**config.mk**
```make
export PLATFORM = sky130hd
export DESIGN_NAME = tccs_cursor
export DESIGN_NICKNAME = d
export VERILOG_FILES = /design/src/rtl/core/tccs_pkg.sv /design/src/rtl/core/tccs_cursor.sv
export SDC_FILE = /design/constraint.sdc
export NUM_CORES = 1
export LEC_CHECK = 0
export ABC_AREA = 1
export BUFFER_PORTS_ARGS = -buffer_cell sky130_fd_sc_hd__buf_2
export CAP_MARGIN = 20
export CELL_PAD_IN_SITES_DETAIL_PLACEMENT = 1
export CELL_PAD_IN_SITES_GLOBAL_PLACEMENT = 1
export CORE_ASPECT_RATIO = 1.4
export CORE_MARGIN = 1
export CORE_UTILIZATION = 38
export DETAILED_ROUTE_END_ITERATION = 6
export PLACE_DENSITY = 0.8
export SLEW_MARGIN = 20
export SYNTH_ARGS = -nofsm -noshare
export SYNTH_HDL_FRONTEND = slang
export SYNTH_SLANG_ARGS = --single-unit
```
**constraint.sdc**
```tcl
create_clock -name clock -period 3.51 [get_ports clock]
set_input_delay 0.1755 -clock clock [delete_from_list [all_inputs] [get_ports clock]]
set_output_delay 0.1755 -clock clock [all_outputs]
set_load 0.02 [all_outputs]
```
**src/rtl/core/tccs_pkg.sv**
```systemverilog
`default_nettype none

package tccs_pkg;

   // Field widths of the item ports
   localparam int CMD_W  = 1;
   localparam int BYTE_W = 8;
   localparam int IDX_W  = 11;
   localparam int POS_W  = 11;
   localparam int CELL_W = 16;

   // Commands
   localparam logic CMD_WRITE = 1'b0;
   localparam logic CMD_READ  = 1'b1;

   // Control characters and blank cell
   localparam logic [BYTE_W-1:0] CHAR_NEWLINE = 8'd10;
   localparam logic [BYTE_W-1:0] CHAR_TAB     = 8'd9;
   localparam logic [BYTE_W-1:0] BLANK_CHAR   = 8'd0;
   localparam logic [BYTE_W-1:0] BLANK_ATTR   = 8'd7;
   localparam logic [CELL_W-1:0] BLANK_CELL   = {BLANK_ATTR, BLANK_CHAR};
   localparam int                TAB_STEP     = 4;

   // One cursor move request
   typedef struct packed {
      logic              en;
      logic [BYTE_W-1:0] code;
   } step_type;

endpackage

`default_nettype wire

```
**src/rtl/core/tccs_cursor.sv**
```systemverilog
`default_nettype none

// Linear cursor kept as row base plus column, so newline needs no divide
module tccs_cursor import tccs_pkg::*; #(
   parameter int COLUMNS = 80,
   parameter int ROWS    = 25,
   localparam int CELL_COUNT = COLUMNS * ROWS,
   localparam int CUR_W = $clog2(CELL_COUNT + TAB_STEP),
   localparam int COL_W = $clog2(COLUMNS + TAB_STEP)
) (
   input  wire logic             clock,
   input  wire logic             reset,
   input  wire step_type         step,
   output logic      [CUR_W-1:0] cursor,
   output logic      [CUR_W-1:0] cursor_next,
   output logic                  scroll
);

   logic [CUR_W-1:0] cursor_ff, cursor_in;
   logic [CUR_W-1:0] base_ff, base_in;
   logic [COL_W-1:0] col_ff, col_in;
   logic [COL_W-1:0] inc;
   logic [COL_W-1:0] col_sum;
   logic [CUR_W-1:0] cur_sum;
   logic [CUR_W-1:0] cur_step, base_step;
   logic [COL_W-1:0] col_step;

   // Candidate position after one character
   always_comb begin
      inc     = (step.code == CHAR_TAB) ? COL_W'(TAB_STEP) : COL_W'(1);
      col_sum = col_ff + inc;
      cur_sum = cursor_ff + CUR_W'(inc);
      unique case (step.code)
         CHAR_NEWLINE: begin
            base_step = base_ff + CUR_W'(COLUMNS);
            col_step  = '0;
            cur_step  = base_step;
         end
         default: begin
            if (col_sum >= COL_W'(COLUMNS)) begin
               col_step  = col_sum - COL_W'(COLUMNS);
               base_step = base_ff + CUR_W'(COLUMNS);
            end else begin
               col_step  = col_sum;
               base_step = base_ff;
            end
            cur_step = cur_sum;
         end
      endcase
   end

   // Running off the grid pulls the cursor to the last row
   assign scroll = step.en && (cur_step >= CUR_W'(CELL_COUNT));

   always_comb begin
      cursor_in = cursor_ff;
      base_in   = base_ff;
      col_in    = col_ff;
      if (scroll) begin
         cursor_in = CUR_W'((ROWS - 1) * COLUMNS);
         base_in   = CUR_W'((ROWS - 1) * COLUMNS);
         col_in    = '0;
      end else if (step.en) begin
         cursor_in = cur_step;
         base_in   = base_step;
         col_in    = col_step;
      end
   end

   always_ff @(posedge clock) begin
      if (reset) begin
         cursor_ff <= '0;
         base_ff   <= '0;
         col_ff    <= '0;
      end else begin
         cursor_ff <= cursor_in;
         base_ff   <= base_in;
         col_ff    <= col_in;
      end
   end

   assign cursor      = cursor_ff;
   assign cursor_next = cursor_in;

endmodule

`default_nettype wire

```
Word level (Yosys, flattened, before mapping)
Cells that the tools add are included.
{"block": "totals", "regBits": 29, "output_inout_bits": 23}
{"block": "op_classes", "add_sub_neg": 4, "n_lt_le_gt_ge": 2, "eq_ne": 2, "muxes": 10, "n_reduce_logical": 7}
{"operator": "2-to-1 mux 11 bit", "n": 7}
{"operator": "== test 8 x 4 -> 1 bit (second input constant)", "n": 2}
{"operator": "2-to-1 mux 7 bit", "n": 2}
{"operator": "adder 11 x 3 -> 11 bit", "n": 1}
{"operator": "adder 11 x 7 -> 11 bit (second input constant)", "n": 1}
{"operator": ">= comparator 11 bit (second input constant)", "n": 1}
{"operator": "adder 7 x 3 -> 7 bit", "n": 1}
{"operator": ">= comparator 7 bit (second input constant)", "n": 1}
{"operator": "subtractor 7 bit (second input constant)", "n": 1}
{"operator": "AND reduction 2 bit", "n": 2}
{"operator": "nonzero test 2 bit", "n": 2}
{"operator": "2-to-1 mux 3 bit", "n": 1}
{"operator": "nonzero test 3 bit", "n": 1}
{"operator": "OR reduction 2 bit", "n": 1}
{"operator": "logical AND 1 bit", "n": 1}

Logic depth before layout (Yosys ltp)
{"block": "depth", "ltp_word": 8, "ltp_mapped": 22, "depth_no_buf": 22}

Worst setup path after synthesis
No wires, ideal clock.
{"block": "synth_timing", "path_kind": "input to register", "startpoint": "input step[7] (netlist bit)", "endpoint": "register base_ff[6]", "arrival_ps": 2534, "required_ps": 3401, "setup_slack_ps": 867, "cell_stages": 22, "n_path_buf": 0, "cell_sequence": "nor2_1 nand2_1 nor4_1 inv_1 ha_1 ha_1 nand2_1 nand2_1 nand2_1 nand2_2 inv_1 ha_1 nor3b_1 nand2_1 nor2_1 o21bai_2 nand2_2 nand2_2 nand2_1 o21ai_0 nand2_1 inv_1"}
{"block": "synth_between", "elab_chain_cells": 7, "elab_cells_between_ends": 13, "cone_classes": "2 x add/sub; 2 x order compare; 2 x eq/ne; 3 x mux; 4 x reduce/logical"}
{"element": "from (decl)", "line": "tccs_cursor.sv:13", "text": "input wire step_type step,"}
{"element": "== test 8 x 4 -> 1 bit", "line": "tccs_cursor.sv:30", "text": "inc = (step.code == CHAR_TAB) ? COL_W'(TAB_STEP) : COL_W'(1);"}
{"element": "2-to-1 mux 3 bit", "line": "tccs_cursor.sv:30"}
{"element": "adder 11 x 3 -> 11 bit", "line": "tccs_cursor.sv:32", "text": "cur_sum = cursor_ff + CUR_W'(inc);"}
{"element": "2-to-1 mux 11 bit", "line": "tccs_cursor.sv:33", "text": "unique case (step.code)"}
{"element": ">= comparator 11 bit", "line": "tccs_cursor.sv:53", "text": "assign scroll = step.en && (cur_step >= CUR_W'(CELL_COUNT));"}
{"element": "logical AND 1 bit", "line": "tccs_cursor.sv:53"}
{"element": "OR reduction 2 bit (no source line)"}
{"element": "to (signal assigned)", "line": "tccs_cursor.sv:77", "text": "base_ff <= base_in;"}
{"element": "to (decl)", "line": "tccs_cursor.sv:20", "text": "logic [CUR_W-1:0] base_ff, base_in;"}
Several ways; a longest one is shown, not always the timed one.
A chain may end at the register's enable or synchronous reset.

Worst setup path in the final report
{"block": "layout_timing", "startpoint": "input step[7] (netlist bit)", "endpoint": "output cursor_next[2]"}
{"block": "layout_between", "elab_chain_cells": 7, "elab_cells_between_ends": 9, "cone_classes": "1 x add/sub; 1 x order compare; 2 x eq/ne; 4 x mux; 1 x reduce/logical"}
{"element": "== test 8 x 4 -> 1 bit", "line": "tccs_cursor.sv:30"}
{"element": "2-to-1 mux 3 bit", "line": "tccs_cursor.sv:30"}
{"element": "adder 11 x 3 -> 11 bit", "line": "tccs_cursor.sv:32"}
{"element": "2-to-1 mux 11 bit *", "line": "tccs_cursor.sv:33"}
{"element": ">= comparator 11 bit", "line": "tccs_cursor.sv:53"}
{"element": "logical AND 1 bit", "line": "tccs_cursor.sv:53"}
{"element": "2-to-1 mux 11 bit *", "line": "tccs_cursor.sv:59", "text": "if (scroll) begin"}
{"element": "to (decl)", "line": "tccs_cursor.sv:15", "text": "output logic [CUR_W-1:0] cursor_next,"}
Mark *: on every way between the ends. The rest lies on a longest branch, timed or not.

==> results.md <==
Synthesis:
- The share of flip-flops with an asynchronous set or reset after synthesis is 0%.
- After synthesis, the largest family of logic cells by area is simple AND/OR/NAND/NOR gates.
- Synthesis produced a netlist with a net count of 334.
- Of the total synthesized cell area, the portion taken by AND, OR, NAND and NOR gates is 46.7%.
- The predominant post-synthesis flop cell is sky130_fd_sc_hd__dfxtp_1.
- The post-synthesis xor/xnor area fraction is 0.910%.
- After synthesis the cells add up to 1920 um2.
- Counting flops with a built-in enable in the synthesized netlist gives 0.
- The cell count after synthesis came out at 314.
- The multiplexer fraction of the synthesized cell area is 0%.
- The number of distinct library cell variants in the gate-level netlist after synthesis is 34.
- Averaged over all synthesized cells, the footprint is 6.13 um2.
- The compound-gate portion of the synthesized area is 9.43%.
- Of the synthesized area, sequential elements account for 26.0%.
- The total number of yosys warnings is 0.
- Synthesis inferred 25 register bits.
- The synthesized netlist devotes between 5 and 6% of its cell area to adder and majority cells.

Status:
- The flow ran to the end, and the final reports show no timing, DRC or antenna violations.

Layout:
- The number of nets in the layout is between 300 and 400.
- The number of diodes added for antenna fixing is 0.
- The fraction of layout cells with a size suffix above 1 is 19.3%.
- The area added between synthesis and finish is 14.1%.
- The layout has 698 filler cells.

STA:
- The minimum clock period after layout is between 2 and 3 ns.
- The final-report max-slew violation count is 0.
- In the finished design, the share of the clock period the worst path needs comes to 81.6%.
- At the pin with the least slew margin, the transition time is 0.504 ns.
- The final number of hold-violating endpoints is 0.
- The total negative slack is 0 ns.
- The final worst clock skew is roughly 0.014 ns.
- The maximum clock frequency is 0.349 GHz.
- Setup violations remaining at the end of the flow were counted as 0.
- The worst-case headroom to the max-slew limit is 66.4%.
- Once routing completed, OpenROAD measured the worst setup slack at 0.644 ns.
- Setup repair after global routing left no endpoint under its margin.

Job:
- The number of max-cap violations is 0.

Routing:
- The number of DRC violations after detailed-routing iteration 0 is 61.
- Using the TritonRoute via totals, the vias-per-cell ratio works out to 4.95.
- The count of nets left with antenna violations once routing finished came out at 0.
- Wires add up to 5.38 mm.
- The number of vias after detailed routing is 2,040.
- The detail-routed net length per standard cell is 13.1 um.
- The first detailed-routing pass took 4 iterations.
- The post-route DRC violation count is 0.

Worst setup path:
- Across all register-to-register paths, the minimum setup slack is 0.96 ns.
- The number of buffers and inverters on the critical path is 4.
- The data arrival at the endpoint of the critical path is 2.69 ns.
- The kind of start point of the critical path is an input port.
- For the worst setup path, the data required time is about 3.3 ns.
- The most critical setup path has its startpoint at step[7].
- The kind of capture point of the worst setup path is an output pin.
- The critical path endpoint is cursor_next[2].
- In this run the number of cells on the critical path is 19.
- The worst-path cell with the longest stage delay is sky130_fd_sc_hd__nor2_1.
- The setup path with the least slack is of type in -> out.
- The endpoint identified for the worst register-to-register timing path is base_ff[6].
- In this run the worst path has a maximum fanout of 6.
- The largest single stage delay on the critical path is 0.39 ns.
- The signal on the critical path passes through buf_2 > nor2_1 > nand2_1 > nor4_1 > buf_4 > inv_1 > ha_1 > ha_1 > nand2_1 > nand2_1 > nand2_1 > nand2_1 > nand3_1 > nand2_1 > nor2_2 > nand2_2 > nor2_1 > nor2_1 > buf_2.
- On the critical path the largest part of the delay comes from simple AND/OR/NAND/NOR gates.
- The startpoint of the most critical register-to-register path is col_ff[2].
- The worst reg2reg path depth is 17.
- The most prevalent standard cell on the critical path is sky130_fd_sc_hd__nand2_1.

Pwr:
- The highest ir drop seen on vdd is 0.000130 V.
- The design draws 559 uW.
- The areal power density over the cells is around 250 nW/um2.
- The leakage power total is roughly 1.2 nW.

GRT:
- The via count of the first global-routing pass is 2,072.
- The overall overflow remaining after global route is 0.
- The initial antenna violation count was 0.
- The global-route wire length before repair is a little over 9 mm.
- For this run, the total global-route usage over all layers was measured as approximately 22%.
- The pin count of the biggest net entering global routing is 20.

Clocking:
- Clock-pin slew was measured on the worst setup and hold paths at 0.08 ns.
- The total setup buffers inserted after CTS is 0.
- The post-cts resize count is 0.
- In this run the deepest clock path goes through 2 buffers.
- The TritonCTS sink count is 25.
- The cell at the root of the clock tree is sky130_fd_sc_hd__clkbuf_8.
- The number of hold buffers added after cts is 0.
- The number of buffers inserted during clock tree synthesis is 3.
- The maximum level of the CTS H-tree is 1.
- The TritonCTS clock tree is done.
- The clock insertion delay at the later pin of the skew report is 0.28 ns.

Die:
- The width of the die is 62.1 um.
- Row generation in the floorplan step produced 30 rows.
- The area of the core is 4840 um2.
- The die covers 5360 um2.
- The floorplan die height is 86.2 um.
- 34 I/O pins were placed.
- The initial utilization of the core area, before any placement, comes to 39.7%.

Place:
- The detailed placer's ending HPWL is 4.43 mm.
- The setup slack at placement is 0.409 ns.
- The number of port buffers is 33.
- At the end of routability-driven placement, the weighted congestion stood at 0.865.

Worst hold path:
- The worst min-delay path category is in -> reg.
[worst register-to-register path: cells and delay by family, from the launching register on]
kind,cells,cell delay (ns)
buf+inv,2,0.14
fa+ha+maj,2,0.49
compound gates,2,0.32
simple gates,11,1.22
flops,1,0.33
[stage by stage]
| stage | instance area (um2) | utilization [%] | instances | hold WS (ns) |
|---|---|---|---|---|
| finish | 2200 | 45.3 | 412 | 0.142 |
| global route | 2200 | 45.3 | 412 | 0.135 |
| CTS | 2200 | 45.3 | 412 | 0.136 |
| detailed placement | 2150 | 44.4 | 408 | 0.434 |
| global placement | 2150 | 44.4 | 408 | 0.433 |
| floorplan | 1920 | - | 314 | 0.245 |
[flip-flops by register name, indices dropped and copies added (netlist names)]
register,flops
col_ff,7
cursor,11
base_ff,7
[placed cells by master (no fill, tap or decap)]
cell / n
sky130_fd_sc_hd__nand3b_1: 2
sky130_fd_sc_hd__ha_1: 9
sky130_fd_sc_hd__and2_1: 1
sky130_fd_sc_hd__nor3b_1: 1
sky130_fd_sc_hd__or2_2: 2
sky130_fd_sc_hd__nand3_2: 1
sky130_fd_sc_hd__inv_2: 2
sky130_fd_sc_hd__nand2_4: 2
sky130_fd_sc_hd__xor2_1: 1
sky130_fd_sc_hd__nand4_1: 5
sky130_fd_sc_hd__o21ai_0: 6
sky130_fd_sc_hd__buf_4: 1
sky130_fd_sc_hd__nand3_1: 34
sky130_fd_sc_hd__o22ai_1: 1
sky130_fd_sc_hd__a32o_1: 1
sky130_fd_sc_hd__o21bai_1: 1
sky130_fd_sc_hd__o211ai_1: 1
sky130_fd_sc_hd__clkbuf_1: 1
sky130_fd_sc_hd__clkbuf_8: 3
sky130_fd_sc_hd__inv_1: 48
sky130_fd_sc_hd__xnor2_1: 1
sky130_fd_sc_hd__a22o_1: 2
sky130_fd_sc_hd__nor2_4: 2
sky130_fd_sc_hd__nor4_1: 1
sky130_fd_sc_hd__nor2_1: 24
sky130_fd_sc_hd__o21bai_2: 1
sky130_fd_sc_hd__and2_4: 1
sky130_fd_sc_hd__buf_2: 33
sky130_fd_sc_hd__nand2_1: 102
sky130_fd_sc_hd__a21oi_4: 1
sky130_fd_sc_hd__nor2_2: 10
sky130_fd_sc_hd__a22oi_1: 2
sky130_fd_sc_hd__dfxtp_1: 25
sky130_fd_sc_hd__a21oi_1: 12
sky130_fd_sc_hd__nand2_2: 8
[logic make-up (layout without fill, tap and decap cells)]
kind of cell | count (synthesis) | after routing
adder cells (fa/ha/maj) | 9 | 9
AO/OA/AOI/OAI | 28 | 28
XOR/XNOR | 2 | 2
AND/OR/NAND/NOR | 196 | 196
flip-flops | 25 | 25
buffers and inverters | 54 | 88
[per-layer routing]
layer	part of all wire [%]	up-vias	wire (um)	global-route usage [%]
met5	0	-	0	0
met1	40	964	2160	22.2
met3	1.2	7	67	2.24
met2	57	14	3090	45.0
li1	-	1055	-	-
met4	1.4	0	74	6.98
[synth_stat cells, types with 2 or more instances]
cell type | number | area share (%)
sky130_fd_sc_hd__o21ai_0 | 6 | 1.6
sky130_fd_sc_hd__a22o_1 | 2 | 0.91
sky130_fd_sc_hd__nand3_1 | 34 | 8.8
sky130_fd_sc_hd__nor2_1 | 24 | 4.7
sky130_fd_sc_hd__nand2_1 | 102 | 20
sky130_fd_sc_hd__clkbuf_1 | 2 | 0.39
sky130_fd_sc_hd__nand3b_1 | 2 | 0.78
sky130_fd_sc_hd__inv_1 | 48 | 9.4
sky130_fd_sc_hd__nor2_2 | 10 | 3.3
sky130_fd_sc_hd__dfxtp_1 | 25 | 26
sky130_fd_sc_hd__or2_2 | 2 | 0.65
sky130_fd_sc_hd__a21oi_1 | 12 | 3.1
sky130_fd_sc_hd__a22oi_1 | 2 | 0.78
sky130_fd_sc_hd__nor2_4 | 2 | 1.2
sky130_fd_sc_hd__inv_2 | 2 | 0.39
sky130_fd_sc_hd__ha_1 | 9 | 5.9
sky130_fd_sc_hd__nand2_2 | 8 | 2.6
sky130_fd_sc_hd__nand2_4 | 2 | 1.2
sky130_fd_sc_hd__nand4_1 | 5 | 1.6
[how the worst min path moves through the flow]
stage | start | end | cells after the start
after floorplan | reset | cursor[10] | 1
after global placement | reset | cursor[9] | 2
after detailed placement | reset | cursor[9] | 2
after CTS | reset | cursor[9] | 2
after global routing | reset | cursor[8] | 2
final | reset | cursor[9] | 2
[where the power goes]
part | internal (mW) | total (mW) | switching (mW)
Sequential | 0.289 | 0.296 | 0.00684
Combinational | 0.0282 | 0.0822 | 0.0540
Clock | 0.0815 | 0.180 | 0.0989
[final cells by class]
class,count,area [um2],share of cell area [%]
multi-input cells,235,1210,55.1
repair buffers,34,173,7.86
well taps,64,80.1,3.65
flip-flops and latches,25,500,22.8
clock buffers,4,45.0,2.05
inverters,50,188,8.55
Power figures use the tool's default switching activity.
