<file path="src/rtl/core/tccs_pkg.sv">
`default_nettype none

package tccs_pkg;

   // Field widths of the item ports
   localparam int CMD_W  = 1;
   localparam int BYTE_W = 8;
   localparam int IDX_W  = 11;
   localparam int POS_W  = 11;
   localparam int CELL_W = 16;

   // Commands
   localparam logic CMD_WRITE = 1'b0;
   localparam logic CMD_READ  = 1'b1;

   // Control characters and blank cell
   localparam logic [BYTE_W-1:0] CHAR_NEWLINE = 8'd10;
   localparam logic [BYTE_W-1:0] CHAR_TAB     = 8'd9;
   localparam logic [BYTE_W-1:0] BLANK_CHAR   = 8'd0;
   localparam logic [BYTE_W-1:0] BLANK_ATTR   = 8'd7;
   localparam logic [CELL_W-1:0] BLANK_CELL   = {BLANK_ATTR, BLANK_CHAR};
   localparam int                TAB_STEP     = 4;

   // One cursor move request
   typedef struct packed {
      logic              en;
      logic [BYTE_W-1:0] code;
   } step_type;

endpackage

`default_nettype wire

</file>
<file path="src/rtl/core/tccs_sweep.sv">
`default_nettype none

// Whole-store sweep: clears after reset, scrolls one row up on request.
// Read at idx+COLUMNS, write at idx in the next cycle.
module tccs_sweep import tccs_pkg::*; #(
   parameter int COLUMNS = 80,
   parameter int ROWS    = 25,
   localparam int CELL_COUNT = COLUMNS * ROWS,
   localparam int ADDR_W = $clog2(CELL_COUNT)
) (
   input  wire logic              clock,
   input  wire logic              reset,
   input  wire logic              start,
   output logic                   busy,
   output logic                   rd_en,
   output logic      [ADDR_W-1:0] rd_addr,
   input  wire logic [CELL_W-1:0] rd_data,
   output logic                   wr_en,
   output logic      [ADDR_W-1:0] wr_addr,
   output logic      [CELL_W-1:0] wr_data
);

   logic              active_ff, active_in;
   logic              copy_ff, copy_in;
   logic [ADDR_W-1:0] idx_ff, idx_in;
   logic              wvalid_ff;
   logic [ADDR_W-1:0] waddr_ff;
   logic              wcopy_ff;
   logic              last;
   logic              src_ok;

   assign last   = (idx_ff == ADDR_W'(CELL_COUNT - 1));
   assign src_ok = copy_ff && (idx_ff < ADDR_W'(CELL_COUNT - COLUMNS));

   // Source row read
   assign rd_en   = active_ff && src_ok;
   assign rd_addr = idx_ff + ADDR_W'(COLUMNS);

   always_comb begin
      active_in = active_ff;
      copy_in   = copy_ff;
      idx_in    = idx_ff;
      if (active_ff) begin
         if (last) begin
            active_in = 1'b0;
            idx_in    = '0;
         end else begin
            idx_in = idx_ff + ADDR_W'(1);
         end
      end else if (start) begin
         active_in = 1'b1;
         copy_in   = 1'b1;
         idx_in    = '0;
      end
   end

   // Reset launches the clearing pass
   always_ff @(posedge clock) begin
      if (reset) begin
         active_ff <= 1'b1;
         copy_ff   <= 1'b0;
         idx_ff    <= '0;
         wvalid_ff <= 1'b0;
      end else begin
         active_ff <= active_in;
         copy_ff   <= copy_in;
         idx_ff    <= idx_in;
         wvalid_ff <= active_ff;
      end
   end

   // Write stage payload
   always_ff @(posedge clock) begin
      waddr_ff <= idx_ff;
      wcopy_ff <= src_ok;
   end

   assign wr_en   = wvalid_ff;
   assign wr_addr = waddr_ff;
   assign wr_data = wcopy_ff ? rd_data : BLANK_CELL;
   assign busy    = active_ff || wvalid_ff;

endmodule

`default_nettype wire

</file>
<file path="config.mk">
export PLATFORM = sky130hd
export DESIGN_NAME = tccs_sweep
export DESIGN_NICKNAME = d
export VERILOG_FILES = /design/src/rtl/core/tccs_pkg.sv /design/src/rtl/core/tccs_sweep.sv
export SDC_FILE = /design/constraint.sdc
export NUM_CORES = 1
export LEC_CHECK = 0
export BUFFER_PORTS_ARGS = -buffer_cell sky130_fd_sc_hd__buf_4
export CORE_MARGIN = 3
export CORE_UTILIZATION = 25
export DETAILED_ROUTE_END_ITERATION = 8
export PLACE_DENSITY = 0.56
export REMOVE_ABC_BUFFERS = 1
export SLEW_MARGIN = 5
export SYNTH_ARGS = -nofsm -noshare
export SYNTH_HDL_FRONTEND = slang
export SYNTH_SLANG_ARGS = --single-unit
export TNS_END_PERCENT = 100
</file>
<file path="constraint.sdc">
create_clock -name clock -period 2.4 [get_ports clock]
set_input_delay 0.12 -clock clock [delete_from_list [all_inputs] [get_ports clock]]
set_output_delay 0.12 -clock clock [all_outputs]
set_load 0.03 [all_outputs]
</file>
Word-level counts from Yosys, hierarchy flattened. Index checks and enable logic that the tools add are counted.

Register bits after elaboration: 26. Input port bits: 19. Output and inout port bits: 41. Logic and storage cells: 23.

Add/subtract/negate cells: 2. $lt $le $gt $ge: 1. Equality and inequality tests: 1. Multiplexer cells: 7. Bitwise operators: 1. Reductions and logical operators: 5.

Operator list (number): $mux W11 (3); $mux W16 (1); $add A11 B1 Y11 const B (1); $add A11 B7 Y11 const B (1); $eq A11 B11 Y1 const B (1); $lt A11 B11 Y1 const B (1); $mux W1 (3); $logic_and A1 B1 Y1 (2); $reduce_and A2 Y1 (1); $reduce_bool A2 Y1 (1); $logic_or A1 B1 Y1 (1); $not A1 Y1 (1).

Depth between registers and ports, before layout. Gate-level depths: netlist of the first run.

Depth after elaboration: 3. Gate-level depth with buffers: 6. Mapped depth without buffers: 6.

Least setup slack after synthesis of the first run. OpenSTA, ideal clock, no wires.

Kind: reg-to-reg. Start: register idx_ff[4]. End: register idx_ff[8]. Library setup time: 0.126 ns. Arrival: 1.553 ns. Required time: 2.274 ns. Setup slack: 0.721 ns. Stages on the path, launching flop included: 7. Buffers on the path: 0. Period minus slack after synthesis: 1.679 ns. Cell sequence: dfxtp_1 inv_1 ha_1 nand4_1 a2111oi_0 o32a_1 nor2_1.

Cells in the longest elaborated chain, start to end: 3. Elaborated cells between the ends (all ways): 4. Those cells by class: add/sub (1); eq/ne (1); mux (2).

RTL lines: from (decl) (line tccs_sweep.sv:25) `logic [ADDR_W-1:0] idx_ff, idx_in;`; from (signal assigned) (line tccs_sweep.sv:67) `idx_ff <= idx_in;`; $add A11 B1 Y11 / $eq A11 B11 Y1 (equally long branches) (line tccs_sweep.sv:48, tccs_sweep.sv:32); $mux W11 * (line tccs_sweep.sv:44) `if (last) begin`; $mux W11 * (line tccs_sweep.sv:43) `if (active_ff) begin`.

Mark *: on every way between the ends. The rest lies on a longest branch, timed or not. A chain may end at the register's enable or synchronous reset.

Worst setup path after layout of the first run.
Start: register idx_ff[0]. End: register idx_ff[10].

Same word-level chain as after synthesis.

==> metrics.txt, run 1 <==
CP max FO 6; P_leak 0.709 nW; largest net degree at the start of global routing 17; worst hold path type in2reg; antenna viol nets, final 0; Worst EP arrival 2.00 ns; Final WS setup 0.607 ns; status complete, no violations; # DRC 0; Final Wtd Congestion 0.792; setup bufs post-CTS 0; most common flop cell mapped by yosys dfxtp_1; Initial DRC Count 28; Slew @ Worst Pin 0.509 ns; ranking of synthesized cells by area dfxtp_1, and2_1, xnor2_1, nor2_1, ha_1; CTS resizes 0; Post-synth EDFFs 0; top-area cell type share of the netlist area 0.456; Min Clock Period, post-route 1.79 ns; yosys warns 0; CTS Sinks 26; Layout Cells excl Fill 233; Final period util 0.747; Net count, final 206; Peak VDD IR 188 uV; largest area contributor in the netlist dfxtp_1; endpoints failing setup 0; clk slew on worst S/H paths 0.09 ns; mean routed wirelength per cell 12.5 um; Max Freq 558 MHz; Hold EP idx_ff[10]; RSZ-0062 raised after global routing no; Core ar. 0.00420 mm^2; # diodes 0; hold slack 0.0837 ns; Startpoint Class flop; vias in the first global route 1020; flop2flop setup slack 0.61 ns; critical path data required time 2.61 ns; Hold Crit Start reset; Distinct cells, synth 36; die width 73.6 um; Power Internal 0.000623 W; Pre-antenna DRT Iters 4; share of cells above drive strength 1 0.355; aggregate negative setup slack 0 ns; first-pass GRT wire length 4440 um; drt via density 4.65; final count of hold timing violations 0; grt ovf 0; RR Endpoint idx_ff[10]; # placed instances 229; Clock Tree Root clkbuf_8; total CTS buffers 3; initial antenna violation count 0; #FFs+latches synth 26; crit path capture type flop; post-place setup slack 0.629 ns; Slowest cell on crit path dfxtp_1; Switching Share 0.219; synth cell count leaders dfxtp_1, and2_1, nor2_1; IO buf count 59; Hold Path Cell Cnt 2; Seq pwr share 0.562; H-Tree Depth 1; Rel. slew slack 0.659; power share of the clock group 0.350; Die Span Y 73.6 um; # rows 23; max-slew violation count 0; critical path's largest stage delay 0.44 ns; register area share after synthesis 0.456; die area 0.00542 mm^2; Mapped Area 0.00114 mm^2; maximum clock insertion buffer count 2; switching power of the nets 0.000175 W; Combinational Power Share 0.088; worst r2r src idx_ff[0]; clk_skew 0.00300 ns; io pins 60; routed via count 1083; GRT Overall Usage 0.105; Max Cap Viol 0; total wire length 2910 um; hold_buf cts 0; Clock Latency Late Sink 0.27 ns; syn avg cell area 8.86 um^2; Initial Utilization 0.272; critical-path cell list ha_1 > nand2_1 > or3_1 > or4_1 > a21oi_1; TritonCTS clock tree yes; Crit Path Class reg2reg; cell count after synthesis 129; pwr dens 483 mW/mm^2; ys async rst share 0; P&R area growth vs syn 44.7%; Reg2Reg Depth 5; DP Wirelength 2330 um; most common cell in the netlist dfxtp_1
==> layer usage <==
metal,global-route usage,part of all wire,vias up
li1,-,-,543
met1,0.112,0.39,482
met2,0.200,0.48,53
met3,0.0233,0.11,5
met4,0.0362,0.014,0
met5,0,0,-
==> worst max path at each step <==
stage / start / endpoint / slack [ns] / cells after the start
finish: idx_ff[0] / idx_ff[10] / 0.61 / 5
global route: idx_ff[0] / idx_ff[10] / 0.52 / 5
CTS: idx_ff[0] / idx_ff[10] / 0.60 / 5
detailed placement: idx_ff[0] / idx_ff[10] / 0.63 / 5
global placement: idx_ff[0] / idx_ff[10] / 0.70 / 5
floorplan: idx_ff[0] / idx_ff[10] / 0.55 / 5
==> cell usage in the layout, fill, tap and decap left out, types with 2 or more instances in the layout <==
| cell type | count |
|---|---|
| ha_1 | 3 |
| nor2b_1 | 2 |
| nand2b_1 | 5 |
| inv_1 | 4 |
| or3_1 | 4 |
| o21ai_0 | 4 |
| and2_1 | 14 |
| or4_1 | 2 |
| buf_4 | 59 |
| nand2_1 | 9 |
| a21oi_1 | 6 |
| nor2_1 | 11 |
| clkbuf_8 | 4 |
| dfxtp_1 | 26 |
| nand3_1 | 3 |
| a311oi_1 | 2 |
| and3_1 | 2 |
| xnor2_1 | 6 |
==> power groups by stage <==
stage	clock network (W)	registers (W)	logic [W]
finish	0.000280	0.000448	0.0000704
global route	0.000311	0.000450	0.0000745
CTS	0.000289	0.000449	0.0000714
detailed placement	0	0.000458	0.0000713
global placement	0	0.000458	0.0000710
floorplan	0	0.000475	0.0000117
==> critical path, delay by kind of cell (launching register included) <==
family                   cells  cell delay, ns
AO/OA/AOI/OAI                1            0.14
AND/OR/NAND/NOR              3            0.90
adder cells (fa/ha/maj)      1            0.25
flip-flops                   1            0.44
==> state kept, by name, summed over array words and instances, names as in the netlist <==
| name | cells |
|---|---|
| wcopy_ff | 1 |
| wr_addr | 11 |
| wr_en | 1 |
| active_ff | 1 |
| idx_ff | 11 |
| copy_ff | 1 |
==> through the flow <==
| stage | total power, W | cell area (um^2) | util |
|---|---|---|---|
| finish | 0.000798 | 1650 | 0.393 |
| global route | 0.000836 | 1650 | 0.393 |
| CTS | 0.000809 | 1650 | 0.393 |
| detailed placement | 0.000530 | 1600 | 0.380 |
| global placement | 0.000529 | 1600 | 0.380 |
| floorplan | 0.000487 | 1090 | - |
==> final cells by class <==
class / instances / area, um^2
fillers: 414 / 2550
flip-flops and latches: 26 / 520
inverters: 4 / 15.0
well taps: 50 / 62.6
repair buffers: 59 / 443
multi-input cells: 90 / 557
clock buffers: 4 / 55.1
==> logic make-up after synthesis <==
group	Yosys count	share of synthesized area
multiplexers	1	0.00876
AND/OR/NAND/NOR	58	0.272
XOR/XNOR	7	0.0537
adder cells (fa/ha/maj)	3	0.0329
buffers and inverters	13	0.0569
flip-flops	26	0.456
AO/OA/AOI/OAI	21	0.120
Power figures use the tool's default switching activity.
==> run 2, diff against run 1 <==
PLACE_DENSITY = 0.58   (was 0.56)
clock period = 1.55 ns   (was 2.4 ns; I/O delays follow)
==> metrics.txt, run 2 (same netlist as run 1, synthesis figures left out) <==
clk slew on worst S/H paths 0.09 ns; antenna viol nets, final 0; Switching Share 0.223; io pins 60; Slowest cell on crit path or4_4; Filler Cells Inserted 426; die width 73.6 um; Power Internal 0.000983 W; pwr dens 640 mW/mm^2; Initial Utilization 0.272; vias in the first global route 1126; routed via count 1194; Clock Tree Root clkbuf_8; Peak VDD IR 660 uV; total CTS buffers 3; clk_skew 0.00618 ns; worst hold path type in2reg; Final Wtd Congestion 0.753; Seq pwr share 0.545; Min Clock Period, post-route 1.53 ns; Die Span Y 73.6 um; max-slew violation count 0; largest net degree at the start of global routing 17; Clock Latency Late Sink 0.27 ns; Max Freq 653 MHz; # DRC 0; Final WS setup 0.0181 ns; Slew @ Worst Pin 0.368 ns; critical-path cell list ha_4 > nand2_2 > or3_4 > or4_4 > a21oi_2; critical path's largest stage delay 0.42 ns; grt ovf 0; post-place setup slack -0.0941 ns; status complete, no violations; RSZ-0062 raised after global routing yes; # diodes 0; CP max FO 4; Crit Path Class reg2reg; initial antenna violation count 0; Final period util 0.988; Rel. slew slack 0.755; total wire length 3480 um; Initial DRC Count 45; DP Wirelength 2650 um; IO buf count 59; Max Cap Viol 0; Startpoint Class flop; P_leak 0.857 nW; hold_buf cts 0; critical path data required time 1.76 ns; crit path capture type flop; Pre-antenna DRT Iters 4; hold slack 0.0427 ns; endpoints failing setup 0; Combinational Power Share 0.110; maximum clock insertion buffer count 2; TritonCTS clock tree yes; most frequent cells in the layout buf_4, dfxtp_1, and2_1; P&R area growth vs syn 73.2%; Worst EP arrival 1.74 ns; die area 0.00542 mm^2; drt via density 4.63; Net count, final 231; mean routed wirelength per cell 13.5 um; final count of hold timing violations 0; final core occ 0.471; GRT Overall Usage 0.126; flop2flop setup slack 0.02 ns; Core ar. 0.00420 mm^2; share of cells above drive strength 1 0.558; CTS Sinks 26; H-Tree Depth 1; most common cell after layout, fill and taps aside buf_4; # rows 23; first-pass GRT wire length 5270 um; power share of the clock group 0.344; switching power of the nets 0.000283 W
==> run 2: layout make-up <==
type	count	area, um^2	share of cell area
flip-flops and latches	26	529	0.268
repair buffers	84	634	0.321
clock buffers	4	55.1	0.0278
well taps	50	62.6	0.0316
multi-input cells	90	682	0.345
inverters	4	15.0	0.00759
==> run 2: worst max-delay path: cells and delay by family, from the launching register on <==
kind / cells / cell delay [ns]
compound gates: 1 / 0.14
flops: 1 / 0.36
simple gates: 3 / 0.82
fa+ha+maj: 1 / 0.16
==> run 2: worst paths after layout <==
path              startpoint  depth (start not counted)          to
hold reg to reg      copy_ff                          2     copy_ff
setup / recovery   idx_ff[0]                          5  idx_ff[10]
hold / removal         reset                          2  idx_ff[10]
setup reg to reg   idx_ff[0]                          5  idx_ff[10]
==> run 2: power groups by stage <==
| stage | logic, W | registers (W) | clock network, W |
|---|---|---|---|
| 2_1_floorplan | 0.0000181 | 0.000736 | 0 |
| 3_3_place_gp | 0.000130 | 0.000704 | 0 |
| 3_5_place_dp | 0.000131 | 0.000704 | 0 |
| 4_1_cts | 0.000135 | 0.000692 | 0.000454 |
| 5_1_grt | 0.000150 | 0.000692 | 0.000481 |
| 6_report | 0.000140 | 0.000691 | 0.000436 |
==> run 2: through the flow <==
step | setup TNS, ns | instance area, um^2 | cells | total power, W
2_1_floorplan | -1.44 | 1090 | 120 | 0.000754
3_3_place_gp | -0.0597 | 1780 | 253 | 0.000834
3_5_place_dp | -0.125 | 1780 | 253 | 0.000835
4_1_cts | 0 | 1880 | 256 | 0.00128
5_1_grt | -0.123 | 1980 | 258 | 0.00132
6_report | 0 | 1980 | 258 | 0.00127
==> run 2: repair_timing <==
item / in CTS / in global routing
resized for setup: 19 / 18
setup endpoints to repair: 8 / 13
setup buffers: 0 / 2
pin swaps: 6 / 13
==> run 2: layer usage <==
| layer | global-route usage | up-vias | share of wire |
|---|---|---|---|
| met5 | 0 | - | 0 |
| met4 | 0.0241 | 0 | 0.0026 |
| met3 | 0.0397 | 2 | 0.11 |
| met2 | 0.230 | 65 | 0.49 |
| met1 | 0.144 | 539 | 0.39 |
| li1 | - | 588 | - |
==> run 3, diff against run 2 <==
ABC_AREA = 1   (was unset)
PLACE_DENSITY = 0.57   (was 0.58)
==> metrics.txt, run 3 <==
die area 0.00576 mm^2; grt ovf 0; final count of hold timing violations 0; # diodes 0; crit path capture type primary output; Max Cap Viol 0; Worst EP arrival 1.44 ns; power share of the clock group 0.413; total CTS buffers 3; pwr dens 706 mW/mm^2; most common cell in the netlist nand2_1; largest family of logic cells by synthesized area simple AND/OR/NAND/NOR gates; #FFs+latches synth 26; Clock Tree Root clkbuf_8; synth cell count leaders nand2_1, dfxtp_1, inv_1; Initial DRC Count 26; Net count, final 261; endpoints failing setup 0; clk slew on worst S/H paths 0.09 ns; Power Internal 0.00108 W; Die Span Y 75.9 um; mean routed wirelength per cell 10.4 um; largest area contributor in the netlist dfxtp_1; Startpoint Class flop; switching power of the nets 0.000289 W; Distinct cells, synth 25; share of cells above drive strength 1 0.450; Slew @ Worst Pin 0.454 ns; most common flop cell mapped by yosys dfxtp_1; P&R area growth vs syn 59.2%; Pre-antenna DRT Iters 4; cell count after synthesis 169; Mapped Area 0.00122 mm^2; worst hold path type in2reg; routed via count 1243; CTS Sinks 26; H-Tree Depth 1; Simple-Gate Fraction of Synth Area 0.266; drt via density 4.10; first-pass GRT wire length 5350 um; vias in the first global route 1158; max-slew violation count 0; Layout Cells excl Fill 303; ys async rst share 0; Max Freq 659 MHz; status complete, no violations; TritonCTS clock tree yes; largest net degree at the start of global routing 17; RSZ-0062 raised after global routing yes; ranking of synthesized cells by area dfxtp_1, nand2_1, inv_1, a21oi_1, nand3_1; Switching Share 0.210; Min Clock Period, post-route 1.52 ns; CP max FO 3; io pins 60; initial antenna violation count 0; Compound-Gate Fraction of Synth Area 0.0901; antenna viol nets, final 0; Post-synth EDFFs 0; die width 75.9 um; most frequent cells in the layout buf_4, nand2_1, inv_1; aggregate negative setup slack 0 ns; total wire length 3170 um; post-synthesis mux area share 0; Seq pwr share 0.498; Combinational Power Share 0.090; Core ar. 0.00453 mm^2; syn avg cell area 7.23 um^2; Final Wtd Congestion 0.809; yosys warns 0; # placed instances 290; Clock Latency Late Sink 0.27 ns; fin area 0.00195 mm^2; Crit Path Class reg2out; # DRC 0; Peak VDD IR 568 uV; post-place setup slack 0.0888 ns; IO buf count 59; Synth Area in Adders 0.0307; XOR/XNOR share of the synthesized area 0.0502; DP Wirelength 2360 um; Final WS setup 0.0317 ns; Rel. slew slack 0.697; P_leak 0.986 nW; Placed Area 0.00174 mm^2; register area share after synthesis 0.426; clk_skew 0.00184 ns; maximum clock insertion buffer count 2; Filler Cells Inserted 479; critical path data required time 1.47 ns; Final period util 0.980; top-area cell type share of the netlist area 0.426; GRT Overall Usage 0.111; # rows 24; most common cell after layout, fill and taps aside buf_4; Initial Utilization 0.270
==> run 3: cell types whose count changed in the layout (fill, tap and decap cells not counted), moves of 3 or more <==
cell      delta
nand2_1     +37
inv_1       +21
and2_1      -13
buf_4       -11
a21oi_1      +7
nand3_1      +6
nand2b_1     -5
inv_2        +4
nand3_2      +4
xor2_1       +4
nand2_2      -3
nor2_2       +3
or3_1        -3
xnor2_1      -3
==> run 3: layout make-up <==
class / count / area [um^2] / area share
multi-input cells: 103 / 574 / 0.295
repair buffers: 74 / 563 / 0.289
flip-flops and latches: 26 / 534 / 0.275
inverters: 31 / 121 / 0.0624
well taps: 65 / 81.3 / 0.0418
clock buffers: 3 / 41.3 / 0.0212
clock inverters: 1 / 30.0 / 0.0154
==> run 3: cells by family (layout without fill, tap and decap cells) <==
family	Yosys count	count (layout)
DFF	26	26
and+or+nand+nor	74	74
buffers and inverters	40	109
adders and majority gates	3	3
AOI/OAI and AO/OA	19	19
xor gates and xnor gates	7	7
==> run 3: critical path, stage by stage (launching register included) <==
cell and delay [ns]:
dfxtp_4 0.38, ha_4 0.16, inv_4 0.04, a21oi_4 0.15, buf_6 0.11, xor2_1 0.14, buf_4 0.18
==> run 3: power groups by stage <==
stage          Combinational [W]  Clock, W  Sequential (W)
2_1_floorplan          0.0000199         0        0.000737
3_3_place_gp            0.000124         0        0.000705
3_5_place_dp            0.000124         0        0.000705
4_1_cts                 0.000125  0.000583        0.000686
5_1_grt                 0.000137  0.000618        0.000686
6_report                0.000123  0.000567        0.000684
==> run 3: path summary, 6_finish.rpt <==
| check | startpoint | endpoint | slack, ns | cells after the start |
|---|---|---|---|---|
| worst min-delay path | reset | idx_ff[5] | 0.05 | 2 |
| worst min register to register | idx_ff[10] | wr_addr[10] | 0.40 | 0 |
| worst max register to register | idx_ff[4] | idx_ff[4] | 0.08 | 10 |
| worst max-delay path | idx_ff[4] | rd_addr[8] | 0.03 | 6 |
==> run 3: through the flow <==
stage                     total power (W)  hold WS (ns)   util
after global routing              0.00144        0.0448  0.429
after global placement           0.000829         0.346  0.384
after detailed placement         0.000829         0.346  0.384
final                             0.00137        0.0516  0.429
after floorplan                  0.000757         0.147      -
after CTS                         0.00139        0.0461  0.413
==> run 3: per-layer routing <==
| layer | wire, um | track usage | vias to the layer above |
|---|---|---|---|
| met3 | 338 | 0.0450 | 2 |
| met1 | 1420 | 0.150 | 539 |
| met4 | 11 | 0.0109 | 0 |
| met5 | 0 | 0 | - |
| met2 | 1390 | 0.174 | 57 |
| li1 | - | - | 645 |
==> run 3: what timing repair did <==
action,in CTS,in global routing
setup buffers,4,5
resized for setup,10,13
endpoints found under the setup margin,3,13
pin swaps,3,7
hold buffers,0,0
